$ cat src/sv/hwcc_pkg.sv
// Package for the hitbox wall collision check: widths, defaults, register
// indices, opcodes and the controller command struct. No dependencies.
package hwcc_pkg;

  localparam int MAX_WALLS_DEF   = 64;
  localparam int COORD_WIDTH_DEF = 32;
  localparam int FIELD_W         = 31;
  localparam int HALF_W          = 30;
  localparam int COUNT_W         = 7;
  localparam int CFG_W           = 30;
  localparam int CFG_IDX_W       = 1;

  localparam logic [CFG_IDX_W-1:0] REG_HITBOX_HALF = 1'b0;
  localparam logic [CFG_IDX_W-1:0] REG_WALL_COUNT  = 1'b1;

  localparam logic OP_WRITE = 1'b0;
  localparam logic OP_QUERY = 1'b1;

  localparam logic [HALF_W-1:0] HALF_RESET = 30'd16384;

  // Controller to datapath.
  typedef struct packed {
    logic load_query;
    logic test_step;
  } hwcc_cmd_t;

endpackage

$ cat src/sv/hwcc_ctrl.sv
// Controller: sequences one wall read and sixteen segment tests per wall.
// Depends on hwcc_pkg.
module hwcc_ctrl
  import hwcc_pkg::*;
#(
  parameter int MAX_WALLS = MAX_WALLS_DEF,
  localparam int AW       = (MAX_WALLS > 1) ? $clog2(MAX_WALLS) : 1
) (
  input  logic               clk,
  input  logic               rst,
  input  logic               start,
  input  logic               opcode,
  input  logic [COUNT_W-1:0] wall_count,
  input  logic               hit,
  output logic               busy,
  output logic               wr_en,
  output hwcc_cmd_t          cmd,
  output logic [AW-1:0]      rd_addr,
  output logic [3:0]         test_sel,
  output logic               done,
  output logic               free_flag
);
  typedef enum logic [1:0] {S_IDLE, S_READ, S_TEST} state_t;
  state_t state;
  logic [12:0] n, wall;
  logic        free_acc;
  logic        accept;

  assign accept = start && !busy;
  assign wr_en  = accept && (opcode == OP_WRITE);
  assign busy   = (state != S_IDLE);
  assign cmd.load_query = accept && (opcode == OP_QUERY);
  assign cmd.test_step  = (state == S_TEST);
  assign rd_addr = AW'(wall);

  always_ff @(posedge clk) begin
    if (rst) begin
      state     <= S_IDLE;
      done      <= 1'b0;
      free_flag <= 1'b1;
      free_acc  <= 1'b1;
      n         <= '0;
      wall      <= '0;
      test_sel  <= '0;
    end else begin
      done <= 1'b0;
      unique case (state)
        S_IDLE: begin
          if (cmd.load_query) begin
            n <= ({6'd0, wall_count} < 13'(MAX_WALLS)) ? {6'd0, wall_count}
                                                          : 13'(MAX_WALLS);
            wall     <= '0;
            free_acc <= 1'b1;
            test_sel <= '0;
            state    <= S_READ;
          end
        end
        S_READ: begin
          // RAM data for this wall lands at the end of this cycle.
          if (wall >= n) begin
            done      <= 1'b1;
            free_flag <= free_acc;
            state     <= S_IDLE;
          end else begin
            test_sel <= '0;
            state    <= S_TEST;
          end
        end
        S_TEST: begin
          if (hit) begin
            free_acc <= 1'b0;
          end
          if (test_sel == 4'd15) begin
            wall  <= wall + 13'd1;
            state <= S_READ;
          end else begin
            test_sel <= test_sel + 4'd1;
          end
        end
        default: state <= S_IDLE;
      endcase
    end
  end
endmodule

$ cat config.mk
export PLATFORM = sky130hd
export DESIGN_NAME = hwcc_ctrl
export DESIGN_NICKNAME = d
export VERILOG_FILES = /design/src/sv/hwcc_pkg.sv /design/src/sv/hwcc_ctrl.sv
export SDC_FILE = /design/constraint.sdc
export NUM_CORES = 1
export LEC_CHECK = 0
export BUFFER_PORTS_ARGS = -buffer_cell sky130_fd_sc_hd__buf_4
export CAP_MARGIN = 10
export CORE_UTILIZATION = 54
export DETAILED_ROUTE_END_ITERATION = 12
export PLACE_DENSITY_LB_ADDON = 0.1
export RECOVER_POWER = 25
export SYNTH_ARGS = -nofsm -noshare
export SYNTH_HDL_FRONTEND = slang
export SYNTH_SLANG_ARGS = --single-unit
$ cat constraint.sdc
create_clock -name clk -period 2.3 [get_ports clk]
set_clock_uncertainty 0.05 [all_clocks]
set_input_delay 0 -clock clk [delete_from_list [all_inputs] [get_ports clk]]
set_output_delay 0 -clock clk [all_outputs]
set_load 0.1 [all_outputs]
==> reports/qor.txt, run 1 <==
Worst setup EP type: flop
Clk sinks: 29
Clk Latency, worst-skew pair: 0.34 ns
Vias: 1328
Worst path required time: 2.51 ns
Syn Inst Count: 165
Area of the die: 0.00307 mm^2
CTS Root Cell: clkbuf_4
Clk slew on worst S/H paths: 0.09 ns
Post-DP HPWL: 2240 um
CTS H-tree lvls: 2
Post-synth EDFFs: 0
Core Region: 0.00259 mm^2
Synth top area cells: dfxtp_1, ha_1, nor2_1, xor2_1, nand2_1
Slowest Stage Delay on Critical Path: 0.57 ns
Diode count: 0
Commonest non-fill, non-tap cells in the layout: dfxtp_1, nor2_1, nand2_1, buf_4, dlygate4sd3_1
Post-synth top area share: 37.8%
Final hold viol count: 0
Die width: 55.4 um
Final WL: 3370 um
Crit path kind: flop to flop
Area Growth Syn to Fin: 24.2%
Global route total overflow: 0
Critical path endpoint: n[5]
Sequential share of the synthesized area: 37.8%
GPL Wtd Cong: 0.798
Setup TNS: 0 ns
Library cells used by synthesis: 46
CP max-delay cell: dlygate4sd3_1
Antenna violations before repair: 0
Worst reg2reg path endpoint: n[5]
CP arrival: 2.37 ns
Post-Synthesis Net Count: 186
Worst path bufs/invs: 1
Total GRT Usage: 23.6%
DR pass1 iterations: 4
Critical R2R Launch: state[0]
Minimum clock period: 2.15 ns
Worst slew pin tran: 1.19 ns
Max Fclk: 0.464 GHz
Worst R2R Path Depth: 5
Final Max Slew Viols: 0
Drt drc: 0
I/O Buffers: 27
Vias in the first global route: 1247
Startpoint types: flop
Layout Cell Area excl Fill: 0.00191 mm^2
Cell taking the most area after synthesis: dfxtp_1
Worst slew margin: 21.1%
Placed cell area: 0.00173 mm^2
Leakage power: 0.784 nW
Outcome: finished, final reports clean
Synth Flop Type: dfxtp_1
Crit path max-delay family: simple AND/OR/NAND/NOR gates
Initial DRC count: 42
ANT nets after route: 0
Crit path launch: state[0]
Max clock buf depth: 2
Final #Nets: 226
Largest net degree at the start of global routing: 18
CTS-repair resized insts: 0
TritonCTS clock tree: built
Instance count on the critical path: 5
Synth warnings: 0
CTS Buf Count: 5
Hold buffer count at CTS: 15
Layout cells sized above 1: 22.8%
R2R Setup Slk: 0.15 ns
Unrepaired setup endpoints after global routing: false
Most common library cell in the layout ignoring fill and taps: dfxtp_1
Seq cells post-synth: 29
PwrDens: 544 mW/mm^2
Synthesized area: 0.00154 mm^2
Crit-path max FO: 9
WHS: 0.109 ns
Syn_area_per_cell: 9.32 um^2
Hold WC Path Type: input port to flop
Period utilization: 93.7%
FFs w/ async S/R, synth: 0%
Row count: 18
I/O pin count: 28
Cells along the critical path: or2_2 -> nor4_4 -> nand2_1 -> dlygate4sd3_1 -> o21ai_0
Post-CTS Setup Inserts: 0
VDD IR max: 0.462 mV
Die Span Y: 55.4 um
Via/cell ratio: 5.63
Final setup fails: 0
Max_cap viols: 0
Routed WL per cell: 14.3 um
First-pass GRT wire length: 5690 um
Filler cell count in the final layout: 196
Initial core utilization: 59.4%
==> worst reg2reg max path: stages, from the launching register on <==
cell           delay [ns]
dfxtp_1              0.42
or2_2                0.44
nor4_4               0.41
nand2_1              0.12
dlygate4sd3_1        0.57
o21ai_0              0.08
==> cells by family after synthesis <==
| logic type | synth area share (%) |
|---|---|
| muxes | 0.651 |
| buffers and inverters | 6.83 |
| and+or+nand+nor | 24.4 |
| xor gates and xnor gates | 6.27 |
| AOI/OAI and AO/OA | 16.8 |
| DFF | 37.8 |
| adders and majority gates | 7.32 |
==> sequential cells by signal, summed over array words and instances, names as in the netlist <==
register   cells
test_sel       4
state          2
wall          13
free_flag      1
free_acc       1
done           1
n              7
==> layout make-up <==
class | count | area (um^2) | share of cell area (%)
clock buffer | 7 | 65.1 | 3.41
clock inverter | 1 | 5.00 | 0.262
inverter | 10 | 37.5 | 1.96
multi-input combinational | 117 | 871 | 45.6
sequential | 29 | 583 | 30.5
tap | 30 | 37.5 | 1.96
timing repair buffer | 42 | 312 | 16.3
==> stage by stage <==
step / std cells / worst slack (ns) / power [W] / utilization [%]
after CTS: 236 / 0.198 / 0.00104 / 75.4
after global routing: 236 / 0.0336 / 0.00107 / 73.8
after floorplan: 165 / 0.00152 / 0.000633 / -
after global placement: 213 / 0.417 / 0.000669 / 66.9
final: 236 / 0.146 / 0.00104 / 73.8
after detailed placement: 213 / 0.323 / 0.000672 / 66.9
==> worst min path at each step <==
stage,start,end,slack [ns],depth (start not counted)
after floorplan,wall_count[1],n[1],0.06,2
after global placement,wall_count[3],n[3],0.14,3
after detailed placement,wall_count[3],n[3],0.15,3
after CTS,start,state[0],0.10,4
after global routing,start,state[0],0.12,4
final,start,state[0],0.11,4
==> report_power, final <==
group	switching, W	leakage (nW)	total, W	internal, W
Clock	0.000187	0.0413	0.000364	0.000177
Sequential	0.00000628	0.235	0.000516	0.000510
Combinational	0.000102	0.507	0.000160	0.0000577
Total	0.000296	0.784	0.00104	0.000744
==> synth_stat cells (4+ instances only) <==
library cell and instances:
ha_1 9, xnor2_1 4, inv_1 10, dfxtp_1 29
nand3_1 4, xor2_1 7, buf_4 6, nand2_1 16
nor2_1 23, o21ai_0 8, a21o_2 4
==> routing by layer <==
metal	global-route usage, %	wire (um)
met5	0	0
met3	5.39	150
met1	30.4	1610
met2	36.8	1530
met4	12.1	81
(Power assumes the default switching activity.)
==> run 2, diff against run 1 <==
Settings changed: PLACE_DENSITY set to 0.85, PLACE_DENSITY_LB_ADDON 0.1 to unset.
Clock period 2.3 ns to 2.2 ns, I/O delays scaled along.
==> run 2 against run 1 <==
Net effect: non-clock buffer count is 2 higher; via count is 2.8% lower; utilization is 0.19 points higher; critical path type unchanged; clock power is 12% lower; highest routed layer unchanged; global-route usage is 0.46 points lower; sequential share of layout area is 0.051 points higher; sequential power is 4.7% higher; worst hold slack better by 0.00072 ns; die area stayed put; flip-flop and latch count stayed put; cell area is 0.26% higher.
==> reports/qor.txt, run 2 (synthesis results as in run 1) <==
Area of the multi-input gates: 873 um^2 (was 871 um^2)
Final setup fails: 0 (unchanged)
Vias: 1291 (was 1328)
Cells along the critical path: or2_4 -> nor4_4 -> buf_4 -> nand2_1 -> dlygate4sd3_1 -> o21ai_0 (was or2_2 -> nor4_4 -> nand2_1 -> dlygate4sd3_1 -> o21ai_0)
Via/cell ratio: 5.45 (was 5.63)
Total GRT Usage: 23.1% (was 23.6%)
Fin util: 74.0% (was 73.8%)
Largest register FFs: 13 (unchanged)
Row count: 18 (unchanged)
Setup TNS: 0 ns (unchanged)
Worst reg2reg path endpoint: n[5] (unchanged)
Initial DRC count: 57 (was 42)
Clk Latency, worst-skew pair: 0.32 ns (was 0.34 ns)
Final Max Slew Viols: 0 (unchanged)
I/O pin count: 28 (unchanged)
Filler cell count in the final layout: 184 (was 196)
Unrepaired setup endpoints after global routing: false (unchanged)
Worst slew margin: 22.3% (was 21.1%)
VDD IR max: 0.435 mV (was 0.462 mV)
Final hold viol count: 0 (unchanged)
Area of the die: 0.00307 mm^2 (unchanged)
CTS Root Cell: clkbuf_4 (unchanged)
Layout cells sized above 1: 23.7% (was 22.8%)
Register area: 586 um^2 (was 583 um^2)
Most common library cell in the layout ignoring fill and taps: dfxtp_1 (unchanged)
CP arrival: 2.23 ns (was 2.37 ns)
CTS H-tree lvls: 2 (unchanged)
Critical R2R Launch: state[0] (unchanged)
Vias in the first global route: 1252 (was 1247)
Largest net degree at the start of global routing: 17 (was 18)
Clk slew on worst S/H paths: 0.09 ns (about the same)
I/O Buffers: 27 (unchanged)
ANT nets after route: 0 (unchanged)
Post-DP HPWL: 2370 um (was 2240 um)
Routed WL per cell: 14.4 um (was 14.3 um)
GPL Wtd Cong: 0.757 (was 0.798)
Drt drc: 0 (unchanged)
Crit-path max FO: 9 (unchanged)
Minimum clock period: 2.04 ns (was 2.15 ns)
Period utilization: 92.9% (was 93.7%)
Leakage power: 0.783 nW (was 0.784 nW)
Startpoint types: flop (unchanged)
Max Used Layer: met4 (unchanged)
Commonest non-fill, non-tap cells in the layout: dfxtp_1, nor2_1, buf_4 (was dfxtp_1, nor2_1, nand2_1, buf_4, dlygate4sd3_1)
Diode count: 0 (unchanged)
Final WL: 3420 um (was 3370 um)
Slowest Stage Delay on Critical Path: 0.54 ns (was 0.57 ns)
Hold WC Path Type: input port to flop (unchanged)
Worst slew pin tran: 1.17 ns (was 1.19 ns)
Antenna violations before repair: 0 (unchanged)
Met2 wire length: 1770 um (was 1530 um)
Critical path endpoint: n[5] (unchanged)
DR pass1 iterations: 4 (unchanged)
Clk sinks: 29 (unchanged)
Largest register by flop count: wall (unchanged)
Global route total overflow: 0 (unchanged)
Initial core utilization: 59.4% (unchanged)
Max Fclk: 0.489 GHz (was 0.464 GHz)
Max_cap viols: 0 (unchanged)
WHS: 0.110 ns (was 0.109 ns)
Worst setup EP type: flop (unchanged)
Outcome: finished, final reports clean (unchanged)
First-pass GRT wire length: 5620 um (was 5690 um)
Area Growth Syn to Fin: 24.6% (was 24.2%)
Met1 wire length: 1510 um (was 1610 um)
WL met3: 97 um (was 150 um)
PwrDens: 537 mW/mm^2 (was 544 mW/mm^2)
Core Region: 0.00259 mm^2 (unchanged)
TritonCTS clock tree: built (unchanged)
Max clock buf depth: 2 (unchanged)
Crit path kind: flop to flop (unchanged)
Worst R2R Path Depth: 6 (was 5)
Die Span Y: 55.4 um (unchanged)
Largest regs: wall x13, n x7, test_sel x4 (unchanged)
CTS Buf Count: 5 (unchanged)
Die width: 55.4 um (unchanged)
Design Power: 0.00103 W (was 0.00104 W)
CP max-delay cell: dlygate4sd3_1 (unchanged)
Final #Nets: 228 (was 226)
Worst path required time: 2.39 ns (was 2.51 ns)
R2R Setup Slk: 0.16 ns (was 0.15 ns)
Crit path launch: state[0] (unchanged)
run 2: what timing repair did:
item | CTS | global route
hold buffers | 15 | 0
resized for setup | 0 | 1
setup buffers | 0 | 1
endpoints found under the hold margin | 13 | 0
endpoints found under the setup margin | 0 | 5
run 2: area by class of cell:
class,count,share of cell area (%)
Timing Repair Buffer,44,17.0
Sequential cell,29,30.6
Clock buffer,7,2.87
Multi-Input combinational cell,117,45.6
Inverter,10,1.96
Tap cell,30,1.96
run 2: worst max-delay path, delay by kind of cell (launching register included):
kind / cells / cell delay (ns)
flops: 1 / 0.42
compound gates: 1 / 0.08
simple gates: 3 / 0.69
buf+inv: 2 / 0.72
run 2: worst min path at each step:
stage | start | endpoint | slack (ns) | depth (start not counted)
after detailed placement | wall_count[4] | n[4] | 0.15 | 3
final | start | state[0] | 0.11 | 4
after CTS | start | state[0] | 0.11 | 4
after global placement | wall_count[3] | n[3] | 0.14 | 3
after floorplan | wall_count[1] | n[1] | 0.06 | 2
after global routing | start | state[0] | 0.15 | 4
run 2: through the flow:
step	instance area, um^2	setup slack (ns)	cells
2_1_floorplan	1570	0.0477	165
3_3_place_gp	1740	0.298	214
3_5_place_dp	1740	0.211	214
4_1_cts	1950	0.0803	236
5_1_grt	1920	0.0557	237
6_report	1920	0.157	237
run 2: per-layer routing:
metal | GRT usage, % | up-vias
li1 | - | 650
met1 | 27.9 | 607
met2 | 39.4 | 27
met3 | 4.45 | 7
met4 | 11.1 | 0
met5 | 0 | -
run 2: power breakdown:
| part | internal, W | switching [W] |
|---|---|---|
| sequential | 0.000533 | 0.00000706 |
| clock | 0.000151 | 0.000168 |
| combinational | 0.0000639 | 0.000106 |
==> run 3, diff against run 2 <==
Settings changed: CAP_MARGIN 10 to unset, PLACE_DENSITY 0.85 to 0.89, RECOVER_POWER 25 to 100.
==> run 3 against run 2 <==
Net effect: maximum frequency about the same; count of clock-buffer cells in the layout is the same; utilization fell by 1.0 points; combinational power down 3%; cell area fell by 1.4%; critical path depth unchanged; flip-flop and latch count unchanged; sequential share of layout area up 0.43 points; first-iteration DRC count down 33%.
==> reports/qor.txt, run 3 (synthesis results as in run 1) <==
Outcome: finished, final reports clean (unchanged)
WL met3: 152 um (was 97 um)
Met2 wire length: 1690 um (was 1770 um)
Final #Nets: 229 (was 228)
Area Growth Syn to Fin: 22.9% (was 24.6%)
Post-DP HPWL: 2400 um (was 2370 um)
Met1 wire length: 1440 um (was 1510 um)
Initial DRC count: 38 (was 57)
Initial core utilization: 59.4% (unchanged)
Worst Hold End: state[0] (unchanged)
Hold WC Path Type: input port to flop (unchanged)
Max_cap viols: 0 (unchanged)
Global route total overflow: 0 (unchanged)
Die Span Y: 55.4 um (unchanged)
ANT nets after route: 0 (unchanged)
Worst R2R Path Depth: 6 (unchanged)
Clk slew on worst S/H paths: 0.09 ns (about the same)
Sw power: 0.000284 W (was 0.000281 W)
Crit-path max FO: 9 (unchanged)
Hold_sp: start (unchanged)
Layout cells sized above 1: 23.1% (was 23.7%)
Row count: 18 (unchanged)
Diode count: 0 (unchanged)
DR pass1 iterations: 5 (was 4)
CP arrival: 2.23 ns (about the same)
CTS Buf Count: 5 (unchanged)
PwrDens: 544 mW/mm^2 (was 537 mW/mm^2)
Drt drc: 0 (unchanged)
Max Used Layer: met4 (unchanged)
Clk sinks: 29 (unchanged)
Largest register FFs: 13 (unchanged)
I/O pin count: 28 (unchanged)
Worst slew pin tran: 1.17 ns (about the same)
Slowest Stage Delay on Critical Path: 0.56 ns (was 0.54 ns)
Cells along the critical path: or2_4 -> nor4_4 -> clkbuf_2 -> nand2_1 -> dlygate4sd3_1 -> o21ai_0 (was or2_4 -> nor4_4 -> buf_4 -> nand2_1 -> dlygate4sd3_1 -> o21ai_0)
Final Max Slew Viols: 0 (unchanged)
Combinational share of power: 16.1% (was 16.5%)
Area of the die: 0.00307 mm^2 (unchanged)
Worst path bufs/invs: 2 (unchanged)
Startpoint types: flop (unchanged)
Leakage power: 0.780 nW (was 0.783 nW)
Crit path setup slack, layout: 0.156 ns (was 0.157 ns)
GPL Wtd Cong: 0.797 (was 0.757)
First-pass GRT wire length: 5730 um (was 5620 um)
Crit path kind: flop to flop (unchanged)
Worst setup EP type: flop (unchanged)
Critical R2R Launch: state[0] (unchanged)
VDD IR max: 0.465 mV (was 0.435 mV)
Core Region: 0.00259 mm^2 (unchanged)
Final setup fails: 0 (unchanged)
Switch share: 27.6% (was 27.4%)
Max Fclk: 0.489 GHz (about the same)
R2R Setup Slk: 0.16 ns (about the same)
CP max-delay cell: dlygate4sd3_1 (unchanged)
Worst slew margin: 22.2% (was 22.3%)
Crit path max-delay family: buffers and inverters (unchanged)
Max clock buf depth: 2 (unchanged)
Via/cell ratio: 5.55 (was 5.45)
Most common library cell in the layout ignoring fill and taps: dfxtp_1 (unchanged)
Worst reg2reg path endpoint: n[4] (was n[5])
Power share of the sequential group: 52.5% (about the same)
Vias in the first global route: 1321 (was 1252)
Commonest non-fill, non-tap cells in the layout: dfxtp_1, nor2_1, nand2_1, dlygate4sd3_1, clkbuf_1 (was dfxtp_1, nor2_1, buf_4)
Clock Power Share: 31.4% (was 31.0%)
Largest register by flop count: wall (unchanged)
Largest regs: wall x13, n x7, test_sel x4 (unchanged)
Total GRT Usage: 23.3% (was 23.1%)
Unrepaired setup endpoints after global routing: false (unchanged)
Largest net degree at the start of global routing: 17 (unchanged)
Power Internal: 0.000744 W (was 0.000747 W)
Pre-CTS setup slack: 0.295 ns (was 0.211 ns)
Vias: 1320 (was 1291)
I/O Buffers: 27 (unchanged)
Antenna violations before repair: 0 (unchanged)
Routed WL per cell: 14.0 um (was 14.4 um)
Minimum clock period: 2.04 ns (about the same)
Period utilization: 92.9% (about the same)
Setup TNS: 0 ns (unchanged)
Fin util: 72.9% (was 74.0%)
CTS H-tree lvls: 2 (unchanged)
Filler cell count in the final layout: 194 (was 184)
Final hold viol count: 0 (unchanged)
Worst path required time: 2.39 ns (about the same)
Hold-critical path depth: 4 (unchanged)
TritonCTS clock tree: built (unchanged)
Clk Latency, worst-skew pair: 0.31 ns (was 0.32 ns)
Die width: 55.4 um (unchanged)
Final WL: 3340 um (was 3420 um)
CTS Root Cell: clkbuf_4 (unchanged)
run 3: cell type report:
type | count | area, um^2 | share of cell area (%)
clock buffers | 7 | 55.1 | 2.91
inverters | 10 | 37.5 | 1.99
multi-input cells | 117 | 853 | 45.2
flip-flops and latches | 29 | 586 | 31.0
well taps | 30 | 37.5 | 1.99
repair buffers | 45 | 320 | 17.0
run 3: worst max-delay path by stage:
stage / start / end / cells after the start
finish: state[0] / n[4] / 6
global route: state[0] / n[1] / 6
CTS: state[0] / n[1] / 5
detailed placement: wall[0] / test_sel[3] / 7
global placement: wall[0] / test_sel[3] / 7
floorplan: test_sel[0] / wall[7] / 6
run 3: metrics by stage:
stage | cells | area [um^2] | hold slack (ns) | power, W
floorplan | 165 | 1570 | 0.0586 | 0.000663
global placement | 214 | 1740 | 0.142 | 0.000700
detailed placement | 214 | 1740 | 0.158 | 0.000705
CTS | 237 | 1960 | 0.112 | 0.00104
global route | 238 | 1890 | 0.136 | 0.00107
finish | 238 | 1890 | 0.119 | 0.00103
run 3: per-layer routing:
layer  track usage [%]  vias up
met5                 0        -
met4              7.50        0
met3              6.56        6
met2              40.1       36
met1              27.9      627
li1                  -      651
run 3: timing repair:
action | in CTS | in global routing
gates resized for setup | 0 | 1
hold buffers | 16 | 0
endpoints found under the setup margin | 0 | 5
buffers inserted | 0 | 1
hold endpoints to repair | 13 | 0
run 3: power by group through the flow:
stage / clock, W / sequential (W) / combinational [W]
detailed placement: 0 / 0.000552 / 0.000153
global placement: 0 / 0.000551 / 0.000148
CTS: 0.000332 / 0.000539 / 0.000170
global route: 0.000350 / 0.000540 / 0.000175
floorplan: 0 / 0.000565 / 0.0000976
finish: 0.000323 / 0.000539 / 0.000165
run 3: worst register-to-register path, stage by stage (launching register included):
cell,delay [ns]
dfxtp_1,0.40
or2_4,0.34
nor4_4,0.27
clkbuf_2,0.21
nand2_1,0.07
dlygate4sd3_1,0.56
o21ai_0,0.08
